--- src/rtl/ccf_pkg.sv ---
`default_nettype none

package ccf_pkg;

  localparam int BYTE_W  = 8;
  localparam int CHECK_W = 16;
  localparam int QDEPTH  = 4;
  localparam int QPTR_W  = $clog2(QDEPTH);
  localparam int QCNT_W  = $clog2(QDEPTH + 1);

  localparam logic [CHECK_W-1:0] CHECK_POLY = 16'h1021;
  localparam logic [BYTE_W-1:0]  HDR_PAD    = 8'h00;

  // input item opcodes
  typedef enum logic {
    OP_START = 1'b0,
    OP_DATA  = 1'b1
  } ccf_op_t;

  // work queued from the front end to the back end
  typedef struct packed {
    ccf_op_t           kind;     // start of frame or payload byte
    logic [BYTE_W-1:0] value;    // command code or payload byte
    logic [BYTE_W-1:0] length;   // payload length (start only)
    logic              final_b;  // check follows this item
  } ccf_cmd_t;

  // queue status seen by the front end
  typedef struct packed {
    logic              full;
    logic              empty;
    logic [QCNT_W-1:0] count;
  } ccf_qstat_t;

  // shift one byte, MSB first, into the running check
  function automatic logic [CHECK_W-1:0] check_feed(input logic [CHECK_W-1:0] c_in,
                                                    input logic [BYTE_W-1:0]  b);
    logic [CHECK_W-1:0] c;
    logic               top;
    c = c_in;
    for (int k = 0; k < BYTE_W; k++) begin
      top = c[CHECK_W-1];
      c   = {c[CHECK_W-2:0], 1'b0};
      if (top) begin
        c = c ^ CHECK_POLY;
      end
      c[0] = c[0] ^ b[BYTE_W-1-k];
    end
    return c;
  endfunction

endpackage

`default_nettype wire

--- src/rtl/ccf_ifs.sv ---
`default_nettype none

// command input channel
interface ccf_in_if;
  logic                       valid;
  logic                       ready;
  logic                       op;
  logic [ccf_pkg::BYTE_W-1:0] command;
  logic [ccf_pkg::BYTE_W-1:0] length;
  logic [ccf_pkg::BYTE_W-1:0] payload_byte;

  modport source (output valid, output op, output command, output length,
                  output payload_byte, input ready);
  modport sink   (input valid, input op, input command, input length,
                  input payload_byte, output ready);
endinterface

// framed byte output channel
interface ccf_out_if;
  logic                       valid;
  logic                       ready;
  logic [ccf_pkg::BYTE_W-1:0] out_byte;
  logic                       last_of_frame;

  modport source (output valid, output out_byte, output last_of_frame, input ready);
  modport sink   (input valid, input out_byte, input last_of_frame, output ready);
endinterface

`default_nettype wire

--- src/rtl/ccf_front.sv ---
`default_nettype none

module ccf_front (
  input  wire logic                 clk,
  input  wire logic                 rst_n,
  ccf_in_if.sink                    in_chan,
  input  wire ccf_pkg::ccf_qstat_t  qstat,
  output logic                      push,
  output ccf_pkg::ccf_cmd_t         cmd
);

  logic [ccf_pkg::BYTE_W-1:0] bytes_left_r, bytes_left_nxt;
  logic                       accept;

  // take an item whenever the queue has room
  assign in_chan.ready = !qstat.full;
  assign accept        = in_chan.valid && in_chan.ready;

  // classify the item and track payload still owed to the open frame
  always_comb begin
    push           = 1'b0;
    cmd            = '0;
    bytes_left_nxt = bytes_left_r;
    if (accept) begin
      if (in_chan.op == ccf_pkg::OP_START) begin
        push           = 1'b1;
        cmd.kind       = ccf_pkg::OP_START;
        cmd.value      = in_chan.command;
        cmd.length     = in_chan.length;
        cmd.final_b    = (in_chan.length == '0);
        bytes_left_nxt = in_chan.length;
      end else if (bytes_left_r != '0) begin
        push           = 1'b1;
        cmd.kind       = ccf_pkg::OP_DATA;
        cmd.value      = in_chan.payload_byte;
        cmd.final_b    = (bytes_left_r == ccf_pkg::BYTE_W'(1));
        bytes_left_nxt = bytes_left_r - ccf_pkg::BYTE_W'(1);
      end
      // payload outside a frame is dropped
    end
  end

  always_ff @(posedge clk) begin
    if (!rst_n) begin
      bytes_left_r <= '0;
    end else begin
      bytes_left_r <= bytes_left_nxt;
    end
  end

endmodule

`default_nettype wire

--- src/rtl/ccf_queue.sv ---
`default_nettype none

module ccf_queue (
  input  wire logic                 clk,
  input  wire logic                 rst_n,
  input  wire logic                 push,
  input  wire ccf_pkg::ccf_cmd_t    push_cmd,
  input  wire logic                 pop,
  output ccf_pkg::ccf_cmd_t         head_cmd,
  output ccf_pkg::ccf_qstat_t       qstat
);

  ccf_pkg::ccf_cmd_t                 mem_r [ccf_pkg::QDEPTH];
  logic [ccf_pkg::QPTR_W-1:0]        wr_ptr_r, rd_ptr_r;
  logic [ccf_pkg::QCNT_W-1:0]        count_r, count_nxt;
  logic                              do_push, do_pop;

  assign qstat.full  = (count_r == ccf_pkg::QCNT_W'(ccf_pkg::QDEPTH));
  assign qstat.empty = (count_r == '0);
  assign qstat.count = count_r;

  assign do_push  = push && !qstat.full;
  assign do_pop   = pop && !qstat.empty;
  assign head_cmd = mem_r[rd_ptr_r];

  // occupancy
  always_comb begin
    unique case ({do_push, do_pop})
      2'b10:   count_nxt = count_r + ccf_pkg::QCNT_W'(1);
      2'b01:   count_nxt = count_r - ccf_pkg::QCNT_W'(1);
      default: count_nxt = count_r;
    endcase
  end

  always_ff @(posedge clk) begin
    if (!rst_n) begin
      wr_ptr_r <= '0;
      rd_ptr_r <= '0;
      count_r  <= '0;
    end else begin
      if (do_push) begin
        wr_ptr_r <= wr_ptr_r + ccf_pkg::QPTR_W'(1);
      end
      if (do_pop) begin
        rd_ptr_r <= rd_ptr_r + ccf_pkg::QPTR_W'(1);
      end
      count_r <= count_nxt;
    end
  end

  // storage, no reset
  always_ff @(posedge clk) begin
    if (do_push) begin
      mem_r[wr_ptr_r] <= push_cmd;
    end
  end

endmodule

`default_nettype wire

--- src/rtl/ccf_back.sv ---
`default_nettype none

module ccf_back (
  input  wire logic                       clk,
  input  wire logic                       rst_n,
  input  wire logic [ccf_pkg::BYTE_W-1:0] device_id,
  input  wire logic                       q_valid,
  input  wire ccf_pkg::ccf_cmd_t          q_cmd,
  output logic                            q_pop,
  ccf_out_if.source                       out_chan
);

  typedef enum logic [7:0] {
    BK_IDLE   = 8'b0000_0001,
    BK_HDR0   = 8'b0000_0010,
    BK_HDR1   = 8'b0000_0100,
    BK_HDR2   = 8'b0000_1000,
    BK_HDR3   = 8'b0001_0000,
    BK_DATA   = 8'b0010_0000,
    BK_CHK_LO = 8'b0100_0000,
    BK_CHK_HI = 8'b1000_0000
  } bk_state_t;

  bk_state_t                   state_r, state_nxt;
  ccf_pkg::ccf_cmd_t           cur_r, cur_nxt;
  logic [ccf_pkg::CHECK_W-1:0] check_r, check_nxt;
  logic                        out_valid_r, out_valid_nxt;
  logic [ccf_pkg::BYTE_W-1:0]  out_byte_r, out_byte_nxt;
  logic                        out_last_r, out_last_nxt;
  logic                        adv;
  logic                        done;
  logic                        emit;

  assign out_chan.valid         = out_valid_r;
  assign out_chan.out_byte      = out_byte_r;
  assign out_chan.last_of_frame = out_last_r;

  // the output register is free or being emptied this cycle
  assign adv = !out_valid_r || out_chan.ready;

  // sequencer: one frame byte per cycle while the output register can advance
  always_comb begin
    state_nxt    = state_r;
    cur_nxt      = cur_r;
    check_nxt    = check_r;
    out_byte_nxt = out_byte_r;
    out_last_nxt = 1'b0;
    emit         = 1'b0;
    done         = 1'b0;
    q_pop        = 1'b0;
    if (adv) begin
      unique case (state_r)
        BK_IDLE: begin
          done = 1'b1;
        end
        BK_HDR0: begin
          emit         = 1'b1;
          out_byte_nxt = device_id;
          check_nxt    = ccf_pkg::check_feed('0, device_id);
          state_nxt    = BK_HDR1;
        end
        BK_HDR1: begin
          emit         = 1'b1;
          out_byte_nxt = ccf_pkg::HDR_PAD;
          check_nxt    = ccf_pkg::check_feed(check_r, ccf_pkg::HDR_PAD);
          state_nxt    = BK_HDR2;
        end
        BK_HDR2: begin
          emit         = 1'b1;
          out_byte_nxt = cur_r.value;
          check_nxt    = ccf_pkg::check_feed(check_r, cur_r.value);
          state_nxt    = BK_HDR3;
        end
        BK_HDR3: begin
          emit         = 1'b1;
          out_byte_nxt = cur_r.length;
          check_nxt    = ccf_pkg::check_feed(check_r, cur_r.length);
          state_nxt    = BK_CHK_LO;
          done         = !cur_r.final_b;
        end
        BK_DATA: begin
          emit         = 1'b1;
          out_byte_nxt = cur_r.value;
          check_nxt    = ccf_pkg::check_feed(check_r, cur_r.value);
          state_nxt    = BK_CHK_LO;
          done         = !cur_r.final_b;
        end
        BK_CHK_LO: begin
          emit         = 1'b1;
          out_byte_nxt = check_r[ccf_pkg::BYTE_W-1:0];
          state_nxt    = BK_CHK_HI;
        end
        BK_CHK_HI: begin
          emit         = 1'b1;
          out_byte_nxt = check_r[ccf_pkg::CHECK_W-1:ccf_pkg::BYTE_W];
          out_last_nxt = 1'b1;
          done         = 1'b1;
        end
        default: begin
          state_nxt = BK_IDLE;
        end
      endcase

      // end of an item: pick up the next one without a gap
      if (done) begin
        if (q_valid) begin
          q_pop     = 1'b1;
          cur_nxt   = q_cmd;
          state_nxt = (q_cmd.kind == ccf_pkg::OP_START) ? BK_HDR0 : BK_DATA;
        end else begin
          state_nxt = BK_IDLE;
        end
      end
    end
  end

  assign out_valid_nxt = adv ? emit : out_valid_r;

  always_ff @(posedge clk) begin
    if (!rst_n) begin
      state_r     <= BK_IDLE;
      out_valid_r <= 1'b0;
      check_r     <= '0;
    end else begin
      state_r     <= state_nxt;
      out_valid_r <= out_valid_nxt;
      check_r     <= check_nxt;
    end
  end

  // payload registers
  always_ff @(posedge clk) begin
    cur_r <= cur_nxt;
    if (adv && emit) begin
      out_byte_r <= out_byte_nxt;
      out_last_r <= out_last_nxt;
    end
  end

endmodule

`default_nettype wire

--- src/rtl/camera_command_framer_crc.sv ---
`default_nettype none

// Channel  Direction  Carries                              Handshake
// in_chan  in         op, command, length, payload_byte    valid/ready
// out_chan out        out_byte, last_of_frame              valid/ready
// cfg_*    in         device_id write data (cfg_data)      cfg_valid/cfg_ready
//
// The back end sends one frame byte per cycle unless out_chan stalls; a start item
// makes 4 bytes (6 with zero length), a payload item 1 (3 when it closes the frame).
// The front end takes an item in any cycle the 4-entry command queue has room.
// Restarting from empty, the back end passes through BK_IDLE without sending a byte.
// rst_n is synchronous; it clears the queue, the sequencer, the check and device_id.
// Either side may stall; the output byte sits in a register until taken.

module camera_command_framer_crc (
  input  wire logic                       clk,
  input  wire logic                       rst_n,
  ccf_in_if.sink                          in_chan,
  ccf_out_if.source                       out_chan,
  input  wire logic                       cfg_valid,
  output logic                            cfg_ready,
  input  wire logic [ccf_pkg::BYTE_W-1:0] cfg_data
);

  logic [ccf_pkg::BYTE_W-1:0] device_id_r;
  ccf_pkg::ccf_qstat_t        qstat;
  ccf_pkg::ccf_cmd_t          push_cmd;
  ccf_pkg::ccf_cmd_t          head_cmd;
  logic                       push;
  logic                       pop;

  // configuration register
  assign cfg_ready = 1'b1;

  always_ff @(posedge clk) begin
    if (!rst_n) begin
      device_id_r <= '0;
    end else if (cfg_valid && cfg_ready) begin
      device_id_r <= cfg_data;
    end
  end

  ccf_front u_front (
    .clk     (clk),
    .rst_n   (rst_n),
    .in_chan (in_chan),
    .qstat   (qstat),
    .push    (push),
    .cmd     (push_cmd)
  );

  ccf_queue u_queue (
    .clk      (clk),
    .rst_n    (rst_n),
    .push     (push),
    .push_cmd (push_cmd),
    .pop      (pop),
    .head_cmd (head_cmd),
    .qstat    (qstat)
  );

  ccf_back u_back (
    .clk       (clk),
    .rst_n     (rst_n),
    .device_id (device_id_r),
    .q_valid   (!qstat.empty),
    .q_cmd     (head_cmd),
    .q_pop     (pop),
    .out_chan  (out_chan)
  );

  // queue never overfills
  assert property (@(posedge clk) disable iff (!rst_n)
    qstat.count <= ccf_pkg::QCNT_W'(ccf_pkg::QDEPTH))
    else $error("command queue overfilled");

  // the front end only pushes into a queue with room
  assert property (@(posedge clk) disable iff (!rst_n)
    push |-> !qstat.full)
    else $error("push into full queue");

  // the back end only pops an entry that is there
  assert property (@(posedge clk) disable iff (!rst_n)
    pop |-> !qstat.empty)
    else $error("pop from empty queue");

endmodule

`default_nettype wire
--- src/flat_wrapper.sv ---
// flat-port wrapper written by rule: the top's interface ports become plain ports
module camera_command_framer_crc_flat 
  (clk, rst_n, cfg_valid, cfg_ready, cfg_data, in_chan_valid, in_chan_op, in_chan_command, in_chan_length, in_chan_payload_byte, in_chan_ready, out_chan_valid, out_chan_out_byte, out_chan_last_of_frame, out_chan_ready);
  ccf_in_if in_chan_i ();
  ccf_out_if out_chan_i ();
  input  wire logic clk;
  input  wire logic rst_n;
  input  wire logic cfg_valid;
  output logic cfg_ready;
  input  wire logic [ccf_pkg::BYTE_W-1:0] cfg_data;
  input wire logic [$bits(in_chan_i.valid)-1:0] in_chan_valid;
  input wire logic [$bits(in_chan_i.op)-1:0] in_chan_op;
  input wire logic [$bits(in_chan_i.command)-1:0] in_chan_command;
  input wire logic [$bits(in_chan_i.length)-1:0] in_chan_length;
  input wire logic [$bits(in_chan_i.payload_byte)-1:0] in_chan_payload_byte;
  output wire logic [$bits(in_chan_i.ready)-1:0] in_chan_ready;
  output wire logic [$bits(out_chan_i.valid)-1:0] out_chan_valid;
  output wire logic [$bits(out_chan_i.out_byte)-1:0] out_chan_out_byte;
  output wire logic [$bits(out_chan_i.last_of_frame)-1:0] out_chan_last_of_frame;
  input wire logic [$bits(out_chan_i.ready)-1:0] out_chan_ready;
  assign in_chan_i.valid = in_chan_valid;
  assign in_chan_i.op = in_chan_op;
  assign in_chan_i.command = in_chan_command;
  assign in_chan_i.length = in_chan_length;
  assign in_chan_i.payload_byte = in_chan_payload_byte;
  assign in_chan_ready = in_chan_i.ready;
  assign out_chan_valid = out_chan_i.valid;
  assign out_chan_out_byte = out_chan_i.out_byte;
  assign out_chan_last_of_frame = out_chan_i.last_of_frame;
  assign out_chan_i.ready = out_chan_ready;
  camera_command_framer_crc u_core (.clk(clk), .rst_n(rst_n), .in_chan(in_chan_i), .out_chan(out_chan_i), .cfg_valid(cfg_valid), .cfg_ready(cfg_ready), .cfg_data(cfg_data));
endmodule
--- config.mk ---
export PLATFORM = sky130hd
export DESIGN_NAME = camera_command_framer_crc_flat
export DESIGN_NICKNAME = d
export VERILOG_FILES = /design/src/rtl/ccf_pkg.sv /design/src/rtl/ccf_ifs.sv /design/src/rtl/ccf_front.sv /design/src/rtl/ccf_queue.sv /design/src/rtl/ccf_back.sv /design/src/rtl/camera_command_framer_crc.sv /design/src/flat_wrapper.sv
export SDC_FILE = /design/constraint.sdc
export NUM_CORES = 1
export LEC_CHECK = 0
export CAP_MARGIN = 10
export CORE_AREA = 2 2 118 120
export DETAILED_ROUTE_END_ITERATION = 12
export DIE_AREA = 0 0 120 122
export DONT_BUFFER_PORTS = 1
export GPL_ROUTABILITY_DRIVEN = 1
export SYNTH_ARGS = -nofsm -noshare
export SYNTH_HDL_FRONTEND = slang
export SYNTH_SLANG_ARGS = --single-unit
export TNS_END_PERCENT = 20
--- constraint.sdc ---
create_clock -name clk -period 6.4 [get_ports clk]
set_input_delay 1.28 -clock clk [delete_from_list [all_inputs] [get_ports clk]]
set_output_delay 1.28 -clock clk [all_outputs]
set_load 0.05 [all_outputs]
==> results.yml, run 1 <==
synthesis:
  post_synth_num_cell_types: 60
  synth_edf_count: 98
  synth.largest_area_cell: "edfxtp_1"
  seq_area_frac_synth: 0.598
  async_flop_share: 0
  yosysWarnings: 0
  synth_common_cells: "98 x edfxtp_1, 50 x dfxtp_1, 44 x nand2_1, 38 x nor2_1, 28 x a21oi_1"
  yosysTopAreaCellShare: 0.446
  syn_area_um2: 6600
  synth_cells: 522
  synthFlopType: "edfxtp_1"
  avgSynthCellArea_um2: 12.6
  synth_area_leaders: "edfxtp_1 45%, dfxtp_1 15%, mux4_2 6.1%"
  synth-seq-cells: 148
  yosys.cell_count.top_type: "edfxtp_1"
  synth.net_count: 569
route:
  wl_met2_um: 6630
  wl_met3_um: 611
  drc: 0
  wirelength_um: 13400
  antenna_left: 0
  wl_per_cell_um: 18.8
  wl_met1_um: 5930
  via_count: 4069
  highest_layer: "met4"
  viasPerCell: 5.73
  dr.first_iter.drc_count: 352
  drt_pass1_iterations: 4
floorplanning:
  ios: 50
  die_y_um: 122
  die-area_um2: 14600
  die_w_um: 120
  initial_core_util: 0.488
  placeableCoreArea_um2: 13500
  num_rows: 43
place:
  io_buffers: 0
  dp_hpwl_um: 8820
  post_dp_cell_area_um2: 6750
  place.gp.congestion: 0.840
critical_path:
  path_cells: "or4_1, nor3_2, a31oi_2, inv_1, ha_1, inv_1, fa_1, xor2_1, or3_1, a21oi_1"
  rr_worst_depth: 10
  crit_top_cell: "inv_1"
  r2r_setup_slack_ns: 3.20
  crit_cells: 10
  cp-end-kind: "flop"
  r2r_start: "u_core.u_front.bytes_left_r[2]$_SDFFE_PN0P_"
  crit_type: "flop to flop"
  crit_path_start_kind: "flop"
  crit_fanout: 17
  slowest_delay_ns: 0.59
  worstReg2RegEnd: "u_core.u_queue.count_r[2]$_SDFFE_PN0P_"
  critPathRequiredTime_ns: 6.75
  path_delay_family: "simple AND/OR/NAND/NOR gates"
  slowest_stage: "or4_1"
  cp.buffers_inverters: 2
  arrival_ns: 3.55
grt:
  grt_max_degree: 40
  grt_pass1_vias: 3960
  grt_overflow_total: 0
  grt_pass1_wl_um: 21200
  grt_antenna_before_repair: 0
  gr-usage-all-layers: 0.192
sta:
  worst_pin_slew_ns: 1.07
  period_needed_ns: 3.20
  rsz0062_at_grt: "no"
  slew_violations: 0
  setup_viol: 0
  fin_tns_setup_ns: 0
  min_period_over_period: 0.500
  fmax_ghz: 0.313
  hold_viol: 0
  slew_headroom: 0.281
  skew_ns: 0.00885
pwr:
  p_per_area_nw_per_um2: 401
  vdd_ir_drop_max_uv: 186
  p_leak_uw: 0.00249
clock_network:
  cts_hold_buf: 0
  cts_tree: "built"
  clk_latency_ns: 0.42
  clock_tree.buffer_depth: 2
  htree_num_levels: 4
  numClockSinks: 148
  clk_pin_slew_ns: 0.06
  numCtsBuffers: 17
  cts-resized-gates: 0
  post_cts_buffers: 0
  cts-root-buf: "clkbuf_16"
final_layout:
  final_nets: 564
  area_delta_synth_final_pct: 10.7
  drive_gt1_frac: 0.126
  num_antenna_cells: 0
  stdcell_area_um2: 7300
min_path:
  hp-class: "flop to flop"
  holdPathEnd: "u_core.u_back.check_r[4]$_SDFFE_PN0P_"
  worstHoldStart: "u_core.u_back.check_r[4]$_SDFFE_PN0P_"
  whs_path_depth: 2
status:
  outcome: "finished, final reports clean"
run:
  maxCapViolCount: 0
metal layers:
| metal | vias to the layer above | track usage |
|---|---|---|
| li1 | 1950 | - |
| met1 | 2005 | 0.247 |
| met2 | 100 | 0.318 |
| met3 | 14 | 0.0463 |
| met4 | 0 | 0.0699 |
| met5 | - | 0 |
layout by cell type, fill, tap and decap left out, types with 11 or more instances in the layout:
master | synthesis | final
mux2i_1 | 11 | 11
and2_1 | 14 | 14
o21ai_0 | 21 | 20
xnor2_1 | 24 | 24
mux4_2 | 18 | 18
dfxtp_1 | 50 | 50
inv_1 | 14 | 14
edfxtp_1 | 98 | 98
nand3_1 | 15 | 15
nor2_1 | 38 | 38
xor2_1 | 13 | 13
nand2_1 | 44 | 44
a21oi_1 | 28 | 28
clkbuf_16 | 0 | 17
area by class of cell:
cell class	count	area (µm²)
Clock buffer	18	429
Sequential cell	148	3940
Fill cell	1135	6200
Tap cell	180	225
Inverter	14	52.6
Multi-Input combinational cell	330	2480
Timing Repair Buffer	6	45.0
Clock inverter	14	129
worst max path at each step:
stage	endpoint	slack (ns)	startpoint
finish	u_core.u_queue.count_r[2]$_SDFFE_PN0P_	3.20	u_core.u_front.bytes_left_r[2]$_SDFFE_PN0P_
global route	u_core.u_queue.count_r[2]$_SDFFE_PN0P_	3.02	u_core.u_front.bytes_left_r[2]$_SDFFE_PN0P_
CTS	u_core.u_queue.count_r[2]$_SDFFE_PN0P_	3.19	u_core.u_front.bytes_left_r[2]$_SDFFE_PN0P_
detailed placement	u_core.u_queue.count_r[2]$_SDFFE_PN0P_	3.00	in_chan_valid
global placement	u_core.u_queue.count_r[2]$_SDFFE_PN0P_	3.10	in_chan_valid
floorplan	u_core.u_back.cur_r[0]$_DFFE_PP_	3.01	out_chan_ready
flip-flops by register name, summed over array words and instances (netlist names), named ones only:
register                              flops
u_core.u_back.out_chan.out_byte           8
u_core.u_back.cur_r                      17
u_core.u_front.bytes_left_r               8
u_core.u_queue.count_r                    3
u_core.u_back.out_chan.valid              1
u_core.u_back.check_r                    16
u_core.u_back.state_r                     8
u_core.device_id_r                        8
u_core.u_back.out_chan.last_of_frame      1
u_core.u_queue.mem_r                     72
u_core.u_queue.wr_ptr_r                   2
u_core.u_queue.rd_ptr_r                   2
report_power, final:
group	switching [µW]	leakage, µW	internal, µW
combinational	351	0.000906	260
clock	394	0.000253	537
sequential	136	0.00133	1250
total	881	0.00249	2050
stage by stage:
stage	utilization	worst slack [ns]	total power (µW)	std cells	hold slack, ns
floorplan	-	3.01	1860	522	0.458
global route	0.541	3.02	3070	710	0.525
finish	0.541	3.20	2930	710	0.499
CTS	0.541	3.19	2950	710	0.499
detailed placement	0.499	3.00	2020	678	0.486
global placement	0.499	3.10	2000	678	0.479
worst register-to-register path: cells and delay by family, from the launching register on:
family	cells	cell delay, ns
adder cells (fa/ha/maj)	2	0.64
XOR/XNOR	1	0.15
buffers and inverters	2	0.31
flip-flops	1	0.35
AND/OR/NAND/NOR	3	1.19
AO/OA/AOI/OAI	2	0.51
cells by family after synthesis:
family | share of synthesized area
fa+ha+maj | 0.0182
flops | 0.598
buf+inv | 0.0271
simple gates | 0.119
mux | 0.0816
other cells | 0.000568
xor+xnor | 0.0491
compound gates | 0.106
(Power assumes the default switching activity.)
==> run 2: changes to the inputs <==
- PLACE_DENSITY: default -> 0.67
- clock period: 6.4 -> 2.7 ns (I/O delays scaled with it)
==> run 2 against run 1 <==
Net effect:
- power grew 150%
- combinational power grew to 2.7 times the previous value
- worst setup slack got worse by 3.1 ns
- maximum frequency increased by 23%
- register-to-register slack got worse by 3.1 ns
- flip-flop and latch count did not move
- critical endpoint unchanged
- largest power group unchanged
- highest routed layer unchanged
==> results.yml, run 2 (synthesized netlist as in run 1, its figures left out) <==
pwr:
  seqPwrFrac: 0.446
  vdd_ir_drop_max_uv: 586
  netSwitchingFraction: 0.296
  p_per_area_nw_per_um2: 956
  p_sw_uw: 2150
  fin_total_pwr_uw: 7260
  p_leak_uw: 0.00267
  power.share.clock: 0.323
  pwr-share-comb: 0.231
  p_int_uw: 5110
sta:
  rsz0062_at_grt: "no"
  fmax_ghz: 0.384
  fin_tns_setup_ns: 0
  period_needed_ns: 2.61
  worst_pin_slew_ns: 1.10
  skew_ns: 0.00657
  slew_headroom: 0.266
  hold_viol: 0
  whs_ns: 0.207
  min_period_over_period: 0.965
  slew_violations: 0
  setup_viol: 0
run:
  maxCapViolCount: 0
place:
  place.gp.congestion: 0.852
  io_buffers: 0
  dp_hpwl_um: 9100
  post_dp_cell_area_um2: 6970
final_layout:
  num_antenna_cells: 0
  final_cell_mix: "98 x edfxtp_1, 50 x dfxtp_1, 44 x nand2_1, 38 x nor2_1, 37 x buf_4"
  area_delta_synth_final_pct: 15.1
  largest_register: "u_core.u_queue.mem_r"
  largest_reg_flops: 72
  final_nets: 595
  post-route-util: 0.562
  top_regs: "u_core.u_queue.mem_r x72, u_core.u_back.cur_r x17, u_core.u_back.check_r x16"
  final_common_cell: "edfxtp_1"
  drive_gt1_frac: 0.185
  stdcell_area_um2: 7590
grt:
  gr-usage-all-layers: 0.198
  grt_pass1_vias: 4173
  grt_overflow_total: 0
  grt_max_degree: 40
  grt_pass1_wl_um: 21700
  grt_antenna_before_repair: 0
floorplanning:
  initial_core_util: 0.488
  die_w_um: 120
  ios: 50
  placeableCoreArea_um2: 13500
  num_rows: 43
  die-area_um2: 14600
  die_y_um: 122
route:
  via_count: 4204
  drc: 0
  viasPerCell: 5.67
  wl_per_cell_um: 18.3
  wirelength_um: 13600
  antenna_left: 0
  dr.first_iter.drc_count: 348
  drt_pass1_iterations: 5
min_path:
  hp-class: "input pin to flop"
clock_network:
  numCtsBuffers: 17
  clk_pin_slew_ns: 0.06
  clock_tree.buffer_depth: 2
  cts-root-buf: "clkbuf_16"
  cts_tree: "built"
  clk_latency_ns: 0.42
  numClockSinks: 148
  htree_num_levels: 4
critical_path:
  arrival_ns: 2.96
  cp-end-kind: "flop"
  crit_path_start_kind: "flop"
  critPathRequiredTime_ns: 3.05
  crit_fanout: 3
  crit_type: "flop to flop"
status:
  outcome: "finished, final reports clean"
run 2: worst paths after layout:
path | startpoint | cells after the start | endpoint | slack [ns]
setup reg to reg | u_core.u_front.bytes_left_r[3]$_SDFFE_PN0P_ | 10 | u_core.u_queue.count_r[2]$_SDFFE_PN0P_ | 0.09
hold reg to reg | u_core.u_front.bytes_left_r[1]$_SDFFE_PN0P_ | 2 | u_core.u_front.bytes_left_r[1]$_SDFFE_PN0P_ | 0.49
setup / recovery | u_core.u_front.bytes_left_r[3]$_SDFFE_PN0P_ | 10 | u_core.u_queue.count_r[2]$_SDFFE_PN0P_ | 0.09
hold / removal | rst_n | 1 | u_core.u_back.state_r[0]$_SDFFE_PN1P_ | 0.21
run 2: worst max-delay path: stages (launching register included):
cell and delay, ns:
dfxtp_1 0.32, or4_4 0.56, nor3_4 0.22, a31oi_2 0.11, inv_1 0.09, ha_2 0.19, inv_1 0.06, fa_2 0.38
xor2_1 0.15, or3_1 0.32, a21oi_2 0.12
run 2: power groups by stage:
stage / Combinational, µW / Clock (µW) / Sequential (µW)
final: 1680 / 2340 / 3240
after global routing: 1860 / 2480 / 3280
after CTS: 1660 / 2400 / 3230
after detailed placement: 1650 / 0 / 3270
after global placement: 1620 / 0 / 3260
after floorplan: 1190 / 0 / 3210
run 2: final cells by class:
type                            count  area (µm²)
Fill cell                        1102        5910
Timing Repair Buffer               37         278
Multi-Input combinational cell    330        2500
Clock buffer                       17         425
Inverter                           14        52.6
Sequential cell                   148        3940
Clock inverter                     15         171
Tap cell                          180         225
run 2: through the flow:
stage	instances	setup WS, ns
2_1_floorplan	522	-0.116
3_3_place_gp	708	0.138
3_5_place_dp	708	0.0319
4_1_cts	740	0.0116
5_1_grt	741	0.0252
6_report	741	0.0946
run 2: what timing repair did:
action | CTS | global route
buffers inserted | 0 | 1
endpoints found under the setup margin | 0 | 1
gates resized for setup | 0 | 5
hold buffers | 0 | 0
run 2: layer usage:
layer	track usage	up-vias	wire length [µm]
met4	0.0632	0	65
li1	-	2011	-
met1	0.252	2055	5850
met5	0	-	0
met3	0.0557	6	782
met2	0.330	132	6850
